### src/rtl/core/pn3_pkg.sv
`timescale 1ns / 1ps
`default_nettype none
package pn3_pkg;

    localparam int COORD_W    = 24;
    localparam int NOISE_W    = 19;
    localparam int CELL_W     = 8;
    localparam int HASH_W     = 4;
    localparam int TABLE_SIZE = 256;
    localparam int CORNERS    = 8;

    typedef logic [COORD_W-1:0]        t_coord;
    typedef logic signed [NOISE_W-1:0] t_noise;
    typedef logic [CELL_W-1:0]         t_cell;
    typedef logic [HASH_W-1:0]         t_hash;

    localparam t_cell PERM [TABLE_SIZE] = '{
        8'd151,8'd160,8'd137,8'd91,8'd90,8'd15,8'd131,8'd13,8'd201,8'd95,
        8'd96,8'd53,8'd194,8'd233,8'd7,8'd225,8'd140,8'd36,8'd103,8'd30,
        8'd69,8'd142,8'd8,8'd99,8'd37,8'd240,8'd21,8'd10,8'd23,8'd190,
        8'd6,8'd148,8'd247,8'd120,8'd234,8'd75,8'd0,8'd26,8'd197,8'd62,
        8'd94,8'd252,8'd219,8'd203,8'd117,8'd35,8'd11,8'd32,8'd57,8'd177,
        8'd33,8'd88,8'd237,8'd149,8'd56,8'd87,8'd174,8'd20,8'd125,8'd136,
        8'd171,8'd168,8'd68,8'd175,8'd74,8'd165,8'd71,8'd134,8'd139,8'd48,
        8'd27,8'd166,8'd77,8'd146,8'd158,8'd231,8'd83,8'd111,8'd229,8'd122,
        8'd60,8'd211,8'd133,8'd230,8'd220,8'd105,8'd92,8'd41,8'd55,8'd46,
        8'd245,8'd40,8'd244,8'd102,8'd143,8'd54,8'd65,8'd25,8'd63,8'd161,
        8'd1,8'd216,8'd80,8'd73,8'd209,8'd76,8'd132,8'd187,8'd208,8'd89,
        8'd18,8'd169,8'd200,8'd196,8'd135,8'd130,8'd116,8'd188,8'd159,8'd86,
        8'd164,8'd100,8'd109,8'd198,8'd173,8'd186,8'd3,8'd64,8'd52,8'd217,
        8'd226,8'd250,8'd124,8'd123,8'd5,8'd202,8'd38,8'd147,8'd118,8'd126,
        8'd255,8'd82,8'd85,8'd212,8'd207,8'd206,8'd59,8'd227,8'd47,8'd16,
        8'd58,8'd17,8'd182,8'd189,8'd28,8'd42,8'd223,8'd183,8'd170,8'd213,
        8'd119,8'd248,8'd152,8'd2,8'd44,8'd154,8'd163,8'd70,8'd221,8'd153,
        8'd101,8'd155,8'd167,8'd43,8'd172,8'd9,8'd129,8'd22,8'd39,8'd253,
        8'd19,8'd98,8'd108,8'd110,8'd79,8'd113,8'd224,8'd232,8'd178,8'd185,
        8'd112,8'd104,8'd218,8'd246,8'd97,8'd228,8'd251,8'd34,8'd242,8'd193,
        8'd238,8'd210,8'd144,8'd12,8'd191,8'd179,8'd162,8'd241,8'd81,8'd51,
        8'd145,8'd235,8'd249,8'd14,8'd239,8'd107,8'd49,8'd192,8'd214,8'd31,
        8'd181,8'd199,8'd106,8'd157,8'd184,8'd84,8'd204,8'd176,8'd115,8'd121,
        8'd50,8'd45,8'd127,8'd4,8'd150,8'd254,8'd138,8'd236,8'd205,8'd93,
        8'd222,8'd114,8'd67,8'd29,8'd24,8'd72,8'd243,8'd141,8'd128,8'd195,
        8'd78,8'd66,8'd215,8'd61,8'd156,8'd180
    };

    function automatic t_cell perm_lookup(input t_cell idx);
        return PERM[idx];
    endfunction

endpackage
`default_nettype wire

### src/rtl/core/pn3_fade.sv
`timescale 1ns / 1ps
`default_nettype none
// Quintic fade 6t^5 - 15t^4 + 10t^3, four register stages.
module pn3_fade #(
    parameter int FRAC_BITS = 16
) (
    input  wire logic                 i_clk,
    input  wire logic                 i_en,
    input  wire logic [FRAC_BITS-1:0] i_t,
    output logic      [FRAC_BITS:0]   o_fade
);
    import pn3_pkg::*;

    localparam int F  = FRAC_BITS;
    localparam int QW = F + 4;
    localparam logic [QW-1:0] FIFTEEN_S = QW'(15) << F;
    localparam logic [QW-1:0] TEN_S     = QW'(10) << F;

    logic [QW-1:0]    t_ext;
    logic [QW-1:0]    k_diff;
    logic [2*F-1:0]   r_tt;
    logic [2*F+3:0]   r_pq;
    logic [F-1:0]     r_t2;
    logic [2*F-1:0]   r_m3;
    logic [QW-1:0]    r_q;
    logic [2*F+3:0]   r_fp;
    logic [F:0]       r_fade;

    assign t_ext  = QW'(i_t);
    assign k_diff = FIFTEEN_S - ((t_ext << 2) + (t_ext << 1));

    always_ff @(posedge i_clk) begin
        if (i_en) begin
            r_tt   <= (2*F)'(i_t) * (2*F)'(i_t);
            r_pq   <= (2*F+4)'(i_t) * (2*F+4)'(k_diff);
            r_t2   <= i_t;
            r_m3   <= (2*F)'(r_tt[2*F-1:F]) * (2*F)'(r_t2);
            r_q    <= TEN_S - r_pq[2*F+3:F];
            r_fp   <= (2*F+4)'(r_m3[2*F-1:F]) * (2*F+4)'(r_q);
            r_fade <= r_fp[2*F:F];
        end
    end

    assign o_fade = r_fade;

endmodule
`default_nettype wire

### config.mk
export PLATFORM = sky130hd
export DESIGN_NAME = pn3_fade
export DESIGN_NICKNAME = d
export VERILOG_FILES = /design/src/rtl/core/pn3_pkg.sv /design/src/rtl/core/pn3_fade.sv
export SDC_FILE = /design/constraint.sdc
export NUM_CORES = 2
export LEC_CHECK = 0
export BUFFER_PORTS_ARGS = -buffer_cell sky130_fd_sc_hd__clkbuf_2
export CORE_MARGIN = 2
export CORE_UTILIZATION = 25
export DETAILED_ROUTE_END_ITERATION = 12
export PLACE_DENSITY_LB_ADDON = 0.05
export SLEW_MARGIN = 20
export SYNTH_ARGS = -nofsm -noshare
export SYNTH_HDL_FRONTEND = slang
export SYNTH_SLANG_ARGS = --single-unit
### constraint.sdc
create_clock -name i_clk -period 12.9 [get_ports i_clk]
set_clock_uncertainty 0.1 [all_clocks]
set_input_delay 2.58 -clock i_clk [delete_from_list [all_inputs] [get_ports i_clk]]
set_output_delay 2.58 -clock i_clk [all_outputs]
set_load 0.02 [all_outputs]
* Yosys cells after proc, flatten, opt, wreduce, memory -nomap -nowiden
Cells that the tools add are included.
Operators by class: add/subtract/negate cells 3, $mul 4
Operator list (count):
- $mul A16 B16 Y32 | 2
- $mul A16 B20 Y36 | 1
- $mul A16 B20 Y33 | 1
- $sub A20 B19 Y20 const A | 1
- $sub A20 B20 Y20 const A | 1
- $add A18 B17 Y19 | 1
Storage, ports and cells: word-level logic and storage cells 14, register bits after elaboration 186, output and inout port bits 17, input port bits 18

* Depth between registers and ports, before layout
word-level depth 3, mapped depth 37

* Least setup slack after synthesis
OpenSTA, ideal clock, no wires.
path type input to register, from input port i_t[1], to register r_pq[35] (data pin), path slack 2.032 ns, arrival 10.508 ns, stages on the path 35, setup time 0.260 ns, cells stage by stage clkbuf_1 clkinv_1 ha_1 ha_1 nor2b_1 o21ai_1 a21boi_1 o211ai_1 a21oi_1 o21a_1 buf_2 or4_1 clkbuf_1 nand3_1 buf_4 nand2_1 fa_1 inv_1 fa_1 fa_1 fa_1 fa_1 inv_1 fa_1 inv_1 ha_1 nand4_1 a2111oi_0 o21ai_0 a41oi_1 o211ai_1 a21o_1 a21oi_1 a21oi_1 xnor2_1
Between the ends: longest elaborated chain between the ends 3
RTL lines:
- start: declaration | line pn3_fade.sv:9 | input wire logic [FRAC_BITS-1:0] i_t,
- $add A18 B17 Y19 | line pn3_fade.sv:30 | assign k_diff = FIFTEEN_S - ((t_ext << 2) + (t_ext << 1));
- $sub A20 B19 Y20 | line pn3_fade.sv:30
- $mul A16 B20 Y36 * | line pn3_fade.sv:35 | r_pq <= (2*F+4)'(i_t) * (2*F+4)'(k_diff);
- end signal: assignment | line pn3_fade.sv:35
- end: declaration | line pn3_fade.sv:22 | logic [2*F+3:0] r_pq;
Mark *: on every way between the ends. The rest lies on a longest branch, timed or not. A chain may end at the register's enable or synchronous reset.

* Worst setup path after layout
from input port i_t[2], to register r_pq[27] (data pin)
The elaborated chain is that of the path after synthesis.

==> key figures <==
Run status
  • Status: complete, no violations

CTS
  • Clk_lat worst skew: 0.51 ns
  • Clock slew at reported path FFs: 0.08 ns
  • Post-cts resize count: 0
  • Max clock buf depth: 2
  • TritonCTS clock tree: built
  • H-tree Lvls: 4
  • Clock sink count: 122
  • CTS Buf Count: 17
  • Cts hold-fix bufs: 0
  • Clk root buf: clkbuf_16
  • Setup bufs post-CTS: 0

Global route
  • Antenna violations before repair: 7
  • Gr ovfl total: 0
  • GRT Total Usage: 0.156
  • Number of global-route vias before repair: 29302
  • Largest net degree at the start of global routing: 70
  • Global-route wire length before repair: 183000 um

Place
  • Area after DPL: 0.0412 mm2
  • Placed insts: 6073
  • IO Port Bufs: 34
  • GPL Wtd Cong: 0.771
  • Final HPWL DP: 92700 um

STA
  • Setup Viol. Count Final: 0
  • Setup TNS: 0 ns
  • RSZ-0062 raised after global routing: no
  • Worst-Margin Slew: 1.10 ns
  • Crit share post-route: 0.896
  • Pins Over Slew Limit: 0
  • Fmax: 86.5 MHz
  • Min cycle time layout: 11.56 ns
  • Normalized max-slew margin: 0.265
  • Fin. Hold Viols: 0

Worst setup path
  • R2R Path Start: r_m3[20]
  • Critical Path Source: i_t[2]
  • Stages on the worst setup path: 32
  • CP max stage delay: 0.62 ns
  • Data arrival, critical path: 11.71 ns
  • Reg2reg setup slack: 4.80 ns
  • CP most frequent cell: fa_1
  • Reg2Reg Depth: 22
  • CP required: 13.06 ns
  • WS Path Type: in -> reg
  • CP bufs+invs: 5
  • Crit end category: flop
  • Worst flop-to-flop path endpoint: r_fp[27]
  • Crit path to: r_pq[27]
  • Crit Path Max Fanout: 11
  • Startpoint types: input port
  • CP delay by family, top: adder cells
  • Slowest CP cell: nand3_1

Synth
  • EDFF count, synth: 122
  • Register area share after synthesis: 0.0953
  • Synthesized area: 0.0384 mm2
  • Syn_area_per_cell: 9.42 um2
  • Cell variety after synth: 67
  • Syn Inst Count: 4081
  • Synth Register Bits: 122
  • Async SR Flop Fraction: 0
  • Top_reg_cell synth: edfxtp_1
  • Synth Net Count: 5383
  • Yosys warning count: 0

Floorplan
  • Full die area: 0.157 mm2
  • Chip height: 396 um
  • Initial core utilization: 0.252
  • Die X-Extent: 396 um
  • Core Box Area: 0.152 mm2
  • Row cnt: 143
  • Top-Level Pins: 35

Layout
  • Fin area: 0.0418 mm2
  • Post-route insts no fill: 6106
  • Share of layout cells above drive strength 1: 0.0437
  • Filler cells: 16343
  • Synth-to-layout area growth: 8.64%
  • Nets: 5364

Drt
  • Vias per cell: 4.21
  • Detailed-route via count: 25690
  • WL met2: 57000 um
  • WL met3: 2150 um
  • WL/cell: 19.2 um
  • Routed WL: 117000 um
  • Antenna viol nets, final: 0
  • DR top layer: met4
  • DRC Markers: 0
  • 1st-pass router iterations: 5
  • Starting DRT DRC Count: 918
  • Wl on met1: 56800 um

Run
  • Max-cap violations: 0

Worst hold path
  • Hold Crit Class: reg -> reg
## cell usage after synthesis (16+ instances only)
cell	count	area share
a21oi_1	64	0.0083
edfxtp_1	122	0.095
ha_1	446	0.15
a21o_1	38	0.0074
nand2b_1	28	0.0046
o21ai_0	36	0.0047
fa_1	838	0.44
nor2_1	111	0.011
and2_1	306	0.050
nor3_1	29	0.0038
nand4_1	16	0.0026
clkbuf_1	144	0.014
nand2_1	621	0.061
xnor2_1	71	0.016
xor2_1	38	0.0087
inv_1	1001	0.098
## state kept, by name, summed over array words and instances (netlist names)
name and flops:
r_pq 20, r_q 20, o_fade 17, r_fp 17, r_tt 17, r_m3 16
r_t2 15
## cells in the final DEF (no fill, tap or decap), types with 28 or more instances in the layout
master / n
a21o_1: 38
a21oi_1: 64
and2_1: 306
buf_4: 81
clkbuf_2: 33
edfxtp_1: 122
fa_1: 838
ha_1: 446
inv_1: 1001
nand2_1: 621
nand2b_1: 28
nor2_1: 111
nor3_1: 29
o21ai_0: 36
xnor2_1: 71
xor2_1: 38
## stage by stage
stage | setup WS, ns | util | hold WS, ns
3_5_place_dp | 0.739 | 0.270 | 0.305
3_3_place_gp | 0.823 | 0.270 | 0.301
6_report | 1.34 | 0.274 | 0.311
2_1_floorplan | 2.03 | - | 0.300
5_1_grt | 0.733 | 0.274 | 0.322
4_1_cts | 1.27 | 0.274 | 0.301
## worst min-delay path by stage
stage / from / end / slack, ns / depth (start not counted)
final: r_fp[20] / o_fade[4] / 0.31 / 0
after global routing: r_fp[20] / o_fade[4] / 0.32 / 0
after CTS: r_fp[20] / o_fade[4] / 0.30 / 0
after detailed placement: r_fp[16] / o_fade[0] / 0.31 / 0
after global placement: r_fp[22] / o_fade[6] / 0.30 / 0
after floorplan: r_fp[16] / o_fade[0] / 0.30 / 0
## final cells by class
type	count	area, um2	share of cell area
Clock buffer	17	425	0.0102
Inverter	1008	3780	0.0906
Multi-Input combinational cell	2798	30400	0.728
Antenna cell	1	2.50	0.0000599
Sequential cell	122	3660	0.0877
Tap cell	2030	2540	0.0608
Clock inverter	15	150	0.00360
Timing Repair Buffer	115	785	0.0188
## cell families after synthesis
family                     share of synthesized area
AOI/OAI and AO/OA                             0.0373
xor gates and xnor gates                      0.0248
adders and majority gates                      0.582
buffers and inverters                          0.114
DFF                                           0.0953
muxes                                        0.00508
and+or+nand+nor                                0.142
## per-layer routing
| metal | vias to the layer above | GRT usage |
|---|---|---|
| li1 | 12076 | - |
| met5 | - | 0 |
| met4 | 0 | 0.0239 |
| met3 | 51 | 0.0123 |
| met2 | 224 | 0.268 |
| met1 | 13339 | 0.216 |
Power is not shown: default switching activity piles up to over one toggle a cycle in this logic, so the estimate is an artifact.
